$ cat src/design/bia_pkg.sv
// ----------------------------------------------------------------------------
// bia_pkg
// Shared types, codes and helpers for the bitmap id allocator.
// ----------------------------------------------------------------------------
package bia_pkg;

    typedef enum logic [1:0] {
        ACT_ALLOC  = 2'd0,
        ACT_FREE   = 2'd1,
        ACT_OCCUPY = 2'd2,
        ACT_QUERY  = 2'd3
    } t_action;

    localparam logic [1:0] CFG_ID_COUNT  = 2'd0;
    localparam logic [1:0] CFG_BUSY_THR  = 2'd1;
    localparam logic [1:0] CFG_HEADROOM  = 2'd2;

    localparam logic [14:0] RST_ID_COUNT = 15'd16384;
    localparam logic [15:0] RST_BUSY_THR = 16'd10240;
    localparam logic [15:0] RST_HEADROOM = 16'd1024;

    localparam logic [14:0] COUNT_MAX = 15'h7fff;

    // live configuration seen by the back end
    typedef struct packed {
        logic [14:0] eff_ids;
        logic [15:0] busy_thr;
        logic [15:0] headroom;
    } t_cfg;

    // classified command passed through the queue
    typedef struct packed {
        t_action     action;
        logic [13:0] tid;
        logic        in_range;
        logic        n_zero;
        logic        chk;
        logic [14:0] lim;
    } t_cmd;

    function automatic logic [5:0] lowest_bit(input logic [63:0] v);
        logic [5:0] r;
        r = 6'd63;
        for (int i = 63; i >= 0; i--) begin
            if (v[i]) begin
                r = 6'(i);
            end
        end
        return r;
    endfunction

endpackage

$ cat src/design/bia_fifo.sv
// ----------------------------------------------------------------------------
// bia_fifo
// Two-entry command queue between the front and back ends.
// ----------------------------------------------------------------------------
module bia_fifo (
    input  logic          i_clk,
    input  logic          i_rst_n,
    input  logic          i_push,
    input  bia_pkg::t_cmd i_cmd,
    output logic          o_full,
    input  logic          i_pop,
    output logic          o_valid,
    output bia_pkg::t_cmd o_cmd
);
    import bia_pkg::*;

    t_cmd       r_mem [2];
    logic       r_wp, r_rp;
    logic [1:0] r_cnt;

    assign o_full  = (r_cnt == 2'd2);
    assign o_valid = (r_cnt != 2'd0);
    assign o_cmd   = r_mem[r_rp];

    always_ff @(posedge i_clk) begin
        if (i_push) begin
            r_mem[r_wp] <= i_cmd;
        end
        if (!i_rst_n) begin
            r_wp  <= 1'b0;
            r_rp  <= 1'b0;
            r_cnt <= 2'd0;
        end else begin
            if (i_push) begin
                r_wp <= ~r_wp;
            end
            if (i_pop) begin
                r_rp <= ~r_rp;
            end
            case ({i_push, i_pop})
                2'b10:   r_cnt <= r_cnt + 2'd1;
                2'b01:   r_cnt <= r_cnt - 2'd1;
                default: r_cnt <= r_cnt;
            endcase
        end
    end

endmodule

$ cat config.mk
export PLATFORM = sky130hd
export DESIGN_NAME = bia_fifo
export DESIGN_NICKNAME = d
export VERILOG_FILES = /design/src/design/bia_pkg.sv /design/src/design/bia_fifo.sv
export SDC_FILE = /design/constraint.sdc
export NUM_CORES = 1
export LEC_CHECK = 0
export ABC_AREA = 1
export BUFFER_PORTS_ARGS = -buffer_cell sky130_fd_sc_hd__buf_4
export CORE_UTILIZATION = 56
export DETAILED_ROUTE_END_ITERATION = 10
export PLACE_DENSITY = 0.93
export SLEW_MARGIN = 20
export SYNTH_ARGS = -nofsm -noshare
export SYNTH_HDL_FRONTEND = slang
export SYNTH_SLANG_ARGS = --single-unit
$ cat constraint.sdc
create_clock -name i_clk -period 4.3 [get_ports i_clk]
set_input_delay 0.43 -clock i_clk [delete_from_list [all_inputs] [get_ports i_clk]]
set_output_delay 0.43 -clock i_clk [all_outputs]
set_load 0.02 [all_outputs]
==> out/metrics.yaml <==
outcome: "complete, no violations"
htree_levels: 3
cell_type_of_the_slowest_stage_on_the_worst_timing_path: "dfxtp_2"
placementRows: 25
cts-root-buf: "clkbuf_8"
worst-path-max-fanout: 34
syn_inst: 141
area_growth_syn_to_layout_pct: 26.9
n_antenna_cell: 0
worst-r2r-cell-count: 1
synth.distinct_cells: 13
setup_ws_ns: 1.90
syn_nets: 180
cts_setup_buffers: 0
hold-path-endpoint: "r_mem[0][15]"
first_global_vias: 1479
detail_route.iter0.violations: 64
max_cap_violations: 0
power.leakage_uw: 0.00147
worstPathArrival_ns: 1.97
die_w_um: 73.2
syn-cell-area_sq_mm: 0.00284
syn_avg_cell_area_sq_um: 20.1
synth_largest_area_cell: "edfxtp_1"
holdCritStartpoint: "i_cmd[15]"
grt_start_max_net_pins: 35
report.final.setup_viol: 0
final_design_area_no_fill_sq_mm: 0.00360
core_area_sq_mm: 0.00479
tritoncts: "yes"
drc: 0
slew_headroom_pct: 29.4
maxSlewViolCount: 0
route.vias.total: 1429
final.fill_count: 298
synth_top_area_share_pct: 72.0
worstPathCellList: "mux2_2 > buf_4"
dieHeight_um: 73.2
drt_pre_antenna_iters: 4
r2r-start: "r_wp"
finalHoldViolCount: 0
powerDensity_mw_per_mm2: 429
post_synth_main_area_contributors: "edfxtp_1, mux2_4, dfxtp_1"
hold_buffers: 0
max_freq_mhz: 416
buffer_ports.inserted: 73
regToRegSetupSlack_ns: 2.81
slowest_delay_ns: 1.03
io-pin-count: 74
post_cts.resized_instances: 0
timing.critical_path.from_type: "register"
hpwl_um: 2980
timing.critical_path.required_ns: 3.87
cts_num_sinks: 73
final_nets: 261
grt_util_all_layers_pct: 18.3
vias_per_cell: 4.86
worstSetupEndpointType: "primary output"
cts_max_path_buffers: 2
grt_first_pass_wirelength_um: 6870
holdCritPathClass: "input port to register"
floorplan.die_area_sq_mm: 0.00535
clock_insertion_delay_worst_skew_ns: 0.33
worst_hold_path.num_cells: 1
worst_pin_slew_ns: 1.06
drt.antenna.violating_nets: 0
grt_setup_unrepaired: "no"
post-place-ws_ns: 2.23
finalCriticalPeriod_ns: 2.40
placedInstanceArea_sq_mm: 0.00341
initial_core_util_pct: 59.2
gp_congestion: 0.674
design_power_uw: 1550
setup_total_negative_slack_ns: 0
final_period_utilization_pct: 55.9
regToRegEndpoint: "r_mem[0][23]"
ys_seq_area_share_pct: 75.6
postRouteWirelength_um: 4480
global_route.overflow_total: 0
crit_path_category: "register to primary output"
final-seq-area_sq_mm: 0.00214
clk_pin_slew_worst_paths_ns: 0.08
clock_skew_ns: 0.00568
antenna_found_initial: 0
yosys_warnings: 0
cts_inserted_buffers: 9
ys_seq_elements: 73
multi_input_comb_area_sq_um: 607
detail_route.wl_per_cell_um: 15.2
vdd_drop_max_uv: 279
drive_above_1_share_pct: 55.1
==> stage by stage <==
step	hold slack, ns	std cells	util, %
global placement	0.474	278	71.3
global route	0.259	294	75.2
finish	0.277	294	75.2
CTS	0.262	294	75.2
detailed placement	0.493	278	71.3
floorplan	0.463	141	-
==> logic make-up (layout without fill, tap and decap cells) <==
| family | count (synthesis) | count (layout) | share of synthesized area [%] |
|---|---|---|---|
| AO/OA/AOI/OAI | 2 | 2 | 0.353 |
| AND/OR/NAND/NOR | 21 | 21 | 2.87 |
| multiplexers | 34 | 34 | 17.5 |
| buffers and inverters | 10 | 96 | 3.31 |
| adder cells (fa/ha/maj) | 1 | 1 | 0.441 |
| flip-flops | 73 | 73 | 75.6 |
==> registers in the layout, summed over array words and instances (netlist names), named ones only <==
signal / cells
r_cnt: 2
r_wp: 1
r_rp: 1
r_mem: 68
==> placed cells by master, fill, tap and decap left out <==
| master | Yosys | layout |
|---|---|---|
| o21ai_0 | 1 | 1 |
| nand2_1 | 9 | 9 |
| buf_4 | 0 | 74 |
| inv_1 | 6 | 6 |
| nor2_1 | 11 | 10 |
| clkbuf_8 | 0 | 9 |
| dfxtp_1 | 5 | 4 |
| ha_1 | 1 | 1 |
| mux2_2 | 4 | 4 |
| bufinv_16 | 0 | 1 |
| nand4_1 | 1 | 1 |
| a21oi_1 | 1 | 1 |
| edfxtp_1 | 68 | 68 |
| clkinv_2 | 0 | 4 |
| dfxtp_2 | 0 | 1 |
| clkinv_4 | 0 | 1 |
| mux2_4 | 30 | 30 |
| clkbuf_1 | 0 | 1 |
| nor2_4 | 0 | 1 |
==> synthesized netlist by cell type (all sizes together) <==
master  instances
nand2           9
buf             4
edfxtp         68
o21ai           1
nand4           1
mux2           34
inv             6
dfxtp           5
ha              1
a21oi           1
nor2           11
==> layout make-up <==
type / count / share of cell area [%]
clock inverter: 6 / 1.63
multi-input combinational: 58 / 16.9
inverter: 6 / 0.626
tap: 67 / 2.33
clock buffer: 10 / 3.55
sequential: 73 / 59.6
timing repair buffer: 74 / 15.4
==> worst max-delay path: cells and delay by family (launching register included) <==
kind	cells	cell delay, ns
buf+inv	1	0.16
flops	1	1.03
mux	1	0.43
==> worst max-delay path by stage <==
stage,to,cells past startpoint,start
floorplan,r_mem[0][0],2,i_push
global placement,o_cmd[28],2,register
detailed placement,o_cmd[23],2,register
CTS,o_cmd[23],2,register
global route,o_cmd[23],2,register
finish,o_cmd[23],2,register
==> power by group <==
group          switching (uW)  leakage [uW]  total (uW)  internal, uW
clock network             234     0.0000998         499           265
registers                23.2      0.000680         843           820
logic                    94.0      0.000688         203           109
total                     352       0.00147        1550          1190
==> routing by layer <==
layer	global-route usage (%)	up-vias	wire length, um
li1	-	686	-
met1	20.7	682	1750
met2	30.2	48	2330
met3	5.11	13	241
met4	12.0	0	153
met5	0	-	0
(Power assumes the default switching activity.)
