`config.mk`:
```
export PLATFORM = sky130hd
export DESIGN_NAME = bia_front
export DESIGN_NICKNAME = d
export VERILOG_FILES = /design/src/design/bia_pkg.sv /design/src/design/bia_front.sv
export SDC_FILE = /design/constraint.sdc
export NUM_CORES = 1
export LEC_CHECK = 0
export BUFFER_PORTS_ARGS = -buffer_cell sky130_fd_sc_hd__buf_2
export CAP_MARGIN = 20
export CORE_MARGIN = 1
export CORE_UTILIZATION = 50
export CTS_CLUSTER_DIAMETER = 60
export DETAILED_ROUTE_END_ITERATION = 6
export GPL_TIMING_DRIVEN = 0
export MAX_ROUTING_LAYER = met4
export PLACE_DENSITY = 0.85
export RECOVER_POWER = 25
export SYNTH_ARGS = -nofsm -noshare
export SYNTH_HDL_FRONTEND = slang
export SYNTH_SLANG_ARGS = --single-unit
```
`constraint.sdc`:
```
create_clock -name i_clk -period 8.65 [get_ports i_clk]
set_input_delay 0.865 -clock i_clk [delete_from_list [all_inputs] [get_ports i_clk]]
set_output_delay 0.865 -clock i_clk [all_outputs]
set_load 0.05 [all_outputs]
```
`src/design/bia_pkg.sv`:
```
// ----------------------------------------------------------------------------
// bia_pkg
// Shared types, codes and helpers for the bitmap id allocator.
// ----------------------------------------------------------------------------
package bia_pkg;

    typedef enum logic [1:0] {
        ACT_ALLOC  = 2'd0,
        ACT_FREE   = 2'd1,
        ACT_OCCUPY = 2'd2,
        ACT_QUERY  = 2'd3
    } t_action;

    localparam logic [1:0] CFG_ID_COUNT  = 2'd0;
    localparam logic [1:0] CFG_BUSY_THR  = 2'd1;
    localparam logic [1:0] CFG_HEADROOM  = 2'd2;

    localparam logic [14:0] RST_ID_COUNT = 15'd16384;
    localparam logic [15:0] RST_BUSY_THR = 16'd10240;
    localparam logic [15:0] RST_HEADROOM = 16'd1024;

    localparam logic [14:0] COUNT_MAX = 15'h7fff;

    // live configuration seen by the back end
    typedef struct packed {
        logic [14:0] eff_ids;
        logic [15:0] busy_thr;
        logic [15:0] headroom;
    } t_cfg;

    // classified command passed through the queue
    typedef struct packed {
        t_action     action;
        logic [13:0] tid;
        logic        in_range;
        logic        n_zero;
        logic        chk;
        logic [14:0] lim;
    } t_cmd;

    function automatic logic [5:0] lowest_bit(input logic [63:0] v);
        logic [5:0] r;
        r = 6'd63;
        for (int i = 63; i >= 0; i--) begin
            if (v[i]) begin
                r = 6'(i);
            end
        end
        return r;
    endfunction

endpackage

```
`src/design/bia_front.sv`:
```
// ----------------------------------------------------------------------------
// bia_front
// Configuration registers, input handshake and command classification.
// ----------------------------------------------------------------------------
module bia_front #(
    parameter int MAX_IDS = 16384
) (
    input  logic          i_clk,
    input  logic          i_rst_n,
    input  logic          i_cfg_we,
    input  logic [1:0]    i_cfg_idx,
    input  logic [15:0]   i_cfg_data,
    input  logic          i_in_valid,
    output logic          o_in_ready,
    input  logic [1:0]    i_action,
    input  logic [13:0]   i_target_id,
    input  logic [14:0]   i_alloc_limit,
    input  logic          i_full,
    input  logic          i_init_busy,
    output logic          o_push,
    output bia_pkg::t_cmd o_cmd,
    output bia_pkg::t_cfg o_cfg,
    output logic          o_init_req
);
    import bia_pkg::*;

    logic [14:0] r_id_count;
    logic [15:0] r_busy_thr;
    logic [15:0] r_headroom;
    logic        r_init_req;
    logic [14:0] eff;
    logic [14:0] lim;

    always_ff @(posedge i_clk) begin
        if (!i_rst_n) begin
            r_id_count <= RST_ID_COUNT;
            r_busy_thr <= RST_BUSY_THR;
            r_headroom <= RST_HEADROOM;
            r_init_req <= 1'b0;
        end else begin
            r_init_req <= 1'b0;
            if (i_cfg_we) begin
                unique case (i_cfg_idx)
                    CFG_ID_COUNT: begin
                        r_id_count <= i_cfg_data[14:0];
                        r_init_req <= 1'b1;
                    end
                    CFG_BUSY_THR: r_busy_thr <= i_cfg_data;
                    CFG_HEADROOM: r_headroom <= i_cfg_data;
                    default: ;
                endcase
            end
        end
    end

    assign eff = (17'(r_id_count) > 17'(MAX_IDS)) ? 15'(MAX_IDS) : r_id_count;

    // a zero or oversized limit means the whole id range
    assign lim = (i_alloc_limit == 15'd0 || i_alloc_limit > eff) ? eff : i_alloc_limit;

    always_comb begin
        o_cmd.action   = t_action'(i_action);
        o_cmd.tid      = i_target_id;
        o_cmd.in_range = ({1'b0, i_target_id} < eff);
        o_cmd.n_zero   = (eff == 15'd0);
        o_cmd.chk      = ({1'b0, lim} > r_busy_thr) && (lim[14:6] != 9'd0);
        o_cmd.lim      = lim;
    end

    assign o_cfg      = '{eff_ids: eff, busy_thr: r_busy_thr, headroom: r_headroom};
    assign o_init_req = r_init_req;
    assign o_in_ready = !i_full && !i_init_busy && !r_init_req;
    assign o_push     = i_in_valid && o_in_ready;

endmodule

```
==> results of run 1 <==
[layout make-up]
| cell class | count | area, µm² |
|---|---|---|
| fill | 578 | 2170 |
| multi-input combinational | 311 | 2100 |
| sequential | 48 | 961 |
| timing repair buffer | 135 | 649 |
| buffer | 33 | 200 |
| inverter | 30 | 113 |
| tap | 77 | 96.3 |
| clock buffer | 5 | 68.8 |
| clock inverter | 2 | 60.1 |
[per-layer routing]
metal	vias to the layer above	wire length, µm	share of wire [%]
met5	-	0	0
met4	0	112	1.2
met3	10	538	5.7
met2	117	4660	50
met1	1568	4070	43
li1	1712	-	-
[through the flow]
step                      std cells  hold WS, ns  instance area (µm²)  utilization [%]
final                           641        0.467                 4250             66.2
after global routing            641        0.496                 4250             66.2
after CTS                       641        0.463                 4280             66.6
after detailed placement        634        0.447                 4150             64.6
after global placement          634        0.440                 4150             64.6
after floorplan                 422        0.446                 3380                -
[sequential cells by signal, indices dropped and copies added (netlist names)]
signal,count
r_headroom,16
o_init_req,1
r_busy_thr,16
r_id_count,15
[kinds of logic (layout without fill, tap and decap cells)]
family,after synthesis,after routing,synth area share [%]
and+or+nand+nor,168,168,22.9
adders and majority gates,43,43,15.9
buffers and inverters,63,205,9.26
muxes,16,16,6.19
AOI/OAI and AO/OA,84,84,17.3
DFF,48,48,28.4
[critical path: stages (launching register included)]
cell and delay, ns:
dfxtp_1 0.41, inv_1 0.16, clkbuf_1 0.40, nand2_1 0.22, ha_1 0.35, nand2_1 0.12
nor4_4 0.29, a21oi_1 0.16, nor3_4 0.48, buf_12 0.22, mux2_4 0.32, ha_1 0.28
nand2_1 0.08, nor4_1 0.33, o311ai_0 0.19, a21oi_1 0.20, o31a_2 0.16, o21a_1 0.13
buf_2 0.27
[worst paths after layout]
kind,slack [ns],cells after the start,end,from
worst max-delay path,2.72,18,o_cmd[15],r_id_count[14]
worst min-delay path,0.47,2,r_headroom[11],r_headroom[11]
worst max register to register,7.37,3,r_id_count[14],r_id_count[14]
worst min register to register,0.47,2,r_headroom[11],r_headroom[11]
[cells in the final DEF (no fill, tap or decap), drive strengths merged, types with 3 or more instances in the layout]
cell type and instances:
buf 131, nand2 110, dfxtp 48, a21boi 44, ha 43, clkbuf 42, inv 30, nor2 16
a21oi 16, mux2 15, nand3 7, o21ai 7, nor4 6, nor3 5, nor2b 4, nand4 4
a21o 4, o211ai 4, a211oi 4, nand3b 3, or4 3
[power breakdown]
part	total, mW	internal, mW	switching (mW)
logic	0.206	0.0693	0.136
clock network	0.184	0.114	0.0706
registers	0.234	0.228	0.00574
total	0.624	0.411	0.213
==> flow_summary.json, run 1 <==
{
  "max-vdd-ir-drop_mv": 0.162,
  "fin_skew_ns": 0,
  "synthFlopType": "dfxtp_1",
  "nets": 662,
  "syn-mean-instance-area_um2": 8.01,
  "timing.final.setup_violations": 0,
  "globalRoute.busiestLayer": "met2",
  "cts_root_buffer": "clkbuf_8",
  "synth_cell_types": 40,
  "post_cts.repair.setup_buffers": 0,
  "yosys_warnings": 0,
  "grt_use_total_pct": 27.4,
  "maxClockFrequency_mhz": 169,
  "cts_htree_levels": 2,
  "grt_setup_unrepaired": "false",
  "grt_first_pass_wirelength_um": 15200,
  "gp_congestion": 0.873,
  "critical_path_required_ns": 7.79,
  "synth.largest_area_cell": "dfxtp_1",
  "grt_start_max_net_pins": 15,
  "final_layout_size_suffix_gt1_share_pct": 28.7,
  "preCtsSetupSlack_ns": 3.11,
  "cts_num_sinks": 48,
  "setup-tns-final_ns": 0,
  "chipHeight_um": 84.2,
  "max_slew.worst_pin.slew_ns": 0.613,
  "total_length_of_routed_wires_um": 9370,
  "dominant_cells_by_area_after_synthesis": "dfxtp_1, ha_1, nand2_1, a21boi_0, buf_4",
  "synth_sequential_area_ratio_pct": 28.4,
  "cellPowerDensity_nw_per_um2": 147,
  "highest_fanout_seen_on_the_critical_path": 10,
  "cap_viol_max_count": 0,
  "yosysTopAreaCellShare_pct": 28.4,
  "synthesis.area_um2": 3380,
  "starting_density_pct": 52.6,
  "synth_seq_cells": 48,
  "ys_async_sr_fraction_pct": 0,
  "synth_enable_flop_cells": 0,
  "start_kind": "flop",
  "clock_tree_from_tritoncts": "built",
  "dr_total_vias": 3407,
  "avgViaCountPerCell": 5.32,
  "remaining_drc_errors": 31,
  "worst_setup_path_end_kind": "primary output",
  "final.period_utilization_pct": 68.6,
  "antenna_cells": 0,
  "final_setup_slack_of_the_worst_path_ns": 2.72,
  "hold_viol_final": 0,
  "post-layout-total-power_mw": 0.624,
  "core_um2": 6420,
  "met2_global_route_usage_pct": 49.3,
  "std_cell_rows": 29,
  "run_status": "finished, violations left",
  "syn2layout_area_growth_pct": 25.9,
  "max_slew_headroom_at_the_worst_pin_pct": 59.3,
  "synth_common_cells": "nand2_1, dfxtp_1, ha_1, a21boi_0, inv_1",
  "grt-ovfl-total": 0,
  "die-area_um2": 7090,
  "number_of_buffers_on_the_longest_clock_path": 2,
  "die_w_um": 84.2,
  "netlist_instances": 422,
  "period_minus_slack_ns": 5.93,
  "place.detailed.hpwl_um": 7870,
  "clkLatencyLatePin_ns": 0.29,
  "routedWlPerCell_um": 14.6,
  "total_leakage_power_nw": 2.01,
  "worst_hold_path_type": "flop to flop",
  "grt_pass1_vias": 3293,
  "grtUsageMet1_pct": 33.3,
  "final_antenna_net_count": 0,
  "cts_resized": 0,
  "arrival_ns": 5.07,
  "failed_checks": "design-rule violations",
  "crit_type": "flop to primary output",
  "drt_iter0_markers": 209,
  "hold_buffers": 0,
  "ioPinCount": 139,
  "synthesis.nets": 520,
  "globalRouteMet3Util_pct": 2.56,
  "cts.reportedPaths.clkPinSlew_ns": 0.09,
  "yosysMostFrequentCell": "nand2_1",
  "cts_buffers": 5,
  "drt_pass1_iterations": 6,
  "drv_slew": 0,
  "grt_antenna_before_repair": 0,
  "port-buffer-count": 135
}
No activity file was read; power rests on OpenSTA's default activity.
==> run 2, diff against run 1 <==
- ABC_AREA: not set -> 1
- CORE_UTILIZATION: 50 -> 49
- PLACE_DENSITY: 0.85 -> 0.84
- clock period: 8.65 -> 5.6 ns (I/O delays scaled with it)
==> run 2 against run 1 <==
  * The flow still finishes with violations (design-rule violations)
  * Core utilization fell by 0.53 points
  * Final area down 0.79%
  * Register-to-register slack worse by 2.7 ns
  * Die area decreased by 0.33%
  * Via count rose by 6.9%
  * Clock power is 84% higher
  * Area after synthesis down 2.3%
  * Cell count rose by 9.8%
  * Non-clock buffer count shrank 3
  * Highest routed layer unchanged
  * Largest cell class unchanged
  * Combinational power is 110% higher
  * Hold slack improved by 0.0055 ns
==> flow_summary.json, run 2 <==
{
  "grt_setup_unrepaired": "false",
  "grt_start_max_net_pins": 16,
  "pwr-share-comb_pct": 37.5,
  "crit_type": "flop to primary output",
  "highest_fanout_seen_on_the_critical_path": 10,
  "die-area_um2": 7070,
  "dr_total_vias": 3642,
  "start_kind": "flop",
  "grt-ovfl-total": 0,
  "final_antenna_net_count": 0,
  "nets": 724,
  "drt_iter0_markers": 161,
  "setup-tns-final_ns": 0,
  "starting_density_pct": 51.4,
  "failed_checks": "design-rule violations",
  "netlist_instances": 484,
  "critical_path_buf_inv_count": 7,
  "switching_power_mw": 0.429,
  "cts.reportedPaths.clkPinSlew_ns": 0.09,
  "remaining_drc_errors": 28,
  "intPower_mw": 0.700,
  "crit_path_top_delay_cell": "ha_1",
  "antenna_cells": 0,
  "fin_hold_ws_ns": 0.472,
  "final.period_utilization_pct": 92.9,
  "dominant_cells_by_area_after_synthesis": "dfxtp_1, ha_1, nand2_1, inv_1, o21ai_0",
  "port-buffer-count": 135,
  "final_common_cell": "buf_2",
  "synth_seq_cells": 48,
  "clock_power_share_pct": 29.9,
  "crit_path_frequent_cell": "nand2_1",
  "clkLatencyLatePin_ns": 0.30,
  "timing.final.setup_violations": 0,
  "die_w_um": 84.1,
  "drv_slew": 0,
  "hold_viol_final": 0,
  "run_status": "finished, violations left",
  "synthFlopType": "dfxtp_1",
  "avgViaCountPerCell": 5.17,
  "yosysTopAreaCellShare_pct": 29.1,
  "period_minus_slack_ns": 5.20,
  "synth_cell_types": 29,
  "synth_sequential_area_ratio_pct": 29.1,
  "critPathTopFamily": "simple AND/OR/NAND/NOR gates",
  "place.detailed.hpwl_um": 7620,
  "max_slew.worst_pin.slew_ns": 0.597,
  "yosysMostFrequentCell": "nand2_1",
  "register_share_of_total_power_pct": 32.6,
  "chipHeight_um": 84.1,
  "cts_buffers": 5,
  "max-vdd-ir-drop_mv": 0.293,
  "cts_htree_levels": 2,
  "top_library_cells_by_usage_in_the_layout_fill_and_taps_aside": "buf_2, nand2_1, inv_1, nor2_1, dfxtp_1",
  "routedWlPerCell_um": 13.0,
  "ys_async_sr_fraction_pct": 0,
  "maxClockFrequency_mhz": 192,
  "critical_path_required_ns": 5.04,
  "yosys_warnings": 0,
  "total_leakage_power_nw": 2.29,
  "cellPowerDensity_nw_per_um2": 268,
  "std_cell_rows": 29,
  "largest_registers": "r_busy_thr: 16 flops, r_headroom: 16 flops, r_id_count: 15 flops",
  "total_length_of_routed_wires_um": 9120,
  "grt_use_total_pct": 27.1,
  "grt_pass1_vias": 3450,
  "syn-mean-instance-area_um2": 6.82,
  "fin_skew_ns": 0,
  "synth_enable_flop_cells": 0,
  "core_um2": 6420,
  "synthesis.area_um2": 3300,
  "worst_hold_path_type": "flop to flop",
  "hold_buffers": 0,
  "final_layout_size_suffix_gt1_share_pct": 26.0,
  "cts_num_sinks": 48,
  "cts_root_buffer": "clkbuf_8",
  "worst_setup_path_end_kind": "primary output",
  "synth.largest_area_cell": "dfxtp_1",
  "synthesis.nets": 582,
  "grt_first_pass_wirelength_um": 15300,
  "number_of_buffers_on_the_longest_clock_path": 2,
  "drt_pass1_iterations": 7,
  "syn2layout_area_growth_pct": 27.9,
  "arrival_ns": 4.64,
  "synth_common_cells": "nand2_1, inv_1, nor2_1, o21ai_0, dfxtp_1",
  "gp_congestion": 0.906,
  "netSwitchingFraction_pct": 38.0,
  "grt_antenna_before_repair": 0,
  "critPathMaxStageDelay_ns": 0.32,
  "cap_viol_max_count": 0,
  "max_slew_headroom_at_the_worst_pin_pct": 60.4,
  "ioPinCount": 139,
  "clock_tree_from_tritoncts": "built"
}
## run 2: cell types whose count changed after synthesis, sizes merged, moves of 15 or more
| cell | delta |
|---|---|
| a21oi | +27 |
| o21ai | +45 |
| nor2 | +45 |
| a21boi | -44 |
| inv | +49 |
| nand2 | -19 |
| mux2 | -15 |
## run 2: cell type report
| type | count | area [µm²] |
|---|---|---|
| Buffer | 30 | 181 |
| Inverter | 79 | 297 |
| Fill cell | 562 | 2200 |
| Tap cell | 77 | 96.3 |
| Sequential cell | 48 | 961 |
| Clock buffer | 5 | 68.8 |
| Multi-Input combinational cell | 327 | 1860 |
| Clock inverter | 3 | 90.1 |
| Timing Repair Buffer | 135 | 662 |
## run 2: what timing repair did
action	in CTS	in global routing
setup endpoints to repair	0	1
buffers inserted	0	0
resized for setup	0	1
## run 2: power by group through the flow
stage	sequential (mW)	combinational [mW]	clock, mW
final	0.368	0.423	0.338
after global routing	0.370	0.463	0.352
after CTS	0.368	0.423	0.339
after detailed placement	0.375	0.421	0
after global placement	0.375	0.409	0
after floorplan	0.416	0.272	0
## run 2: per-stage QoR
step | power (mW) | setup WS (ns) | utilization, % | area (µm²) | instances
6_report | 1.13 | 0.400 | 65.7 | 4220 | 704
5_1_grt | 1.19 | 0.00691 | 65.7 | 4220 | 704
4_1_cts | 1.13 | 0.447 | 65.9 | 4230 | 704
3_5_place_dp | 0.796 | 0.845 | 63.4 | 4070 | 696
3_3_place_gp | 0.783 | 0.943 | 63.4 | 4070 | 696
2_1_floorplan | 0.689 | 0.160 | - | 3300 | 484
## run 2: cells by family after synthesis
group | synth area share (%)
fa+ha+maj | 16.3
simple gates | 23.8
compound gates | 16.3
buf+inv | 14.5
flops | 29.1
## run 2: worst paths after layout
| kind | to | cells after the start | slack, ns | startpoint |
|---|---|---|---|---|
| setup / recovery | o_cmd[15] | 31 | 0.40 | r_id_count[5] |
| setup reg to reg | r_id_count[14] | 2 | 4.69 | r_id_count[14] |
| hold reg to reg | r_headroom[10] | 2 | 0.47 | r_headroom[10] |
| hold / removal | r_headroom[10] | 2 | 0.47 | r_headroom[10] |
## run 2: tightest hold or removal path: stages (launching register included)
cell     delay [ns]
dfxtp_1        0.34
nand2_1        0.05
nand3_1        0.05
## run 2: per-layer routing
layer / global-route usage, % / part of all wire (%) / vias up
li1: - / - / 1830
met1: 31.2 / 42 / 1642
met2: 48.9 / 49 / 153
met3: 3.26 / 6.8 / 17
met4: 8.46 / 1.8 / 0
met5: - / 0 / -
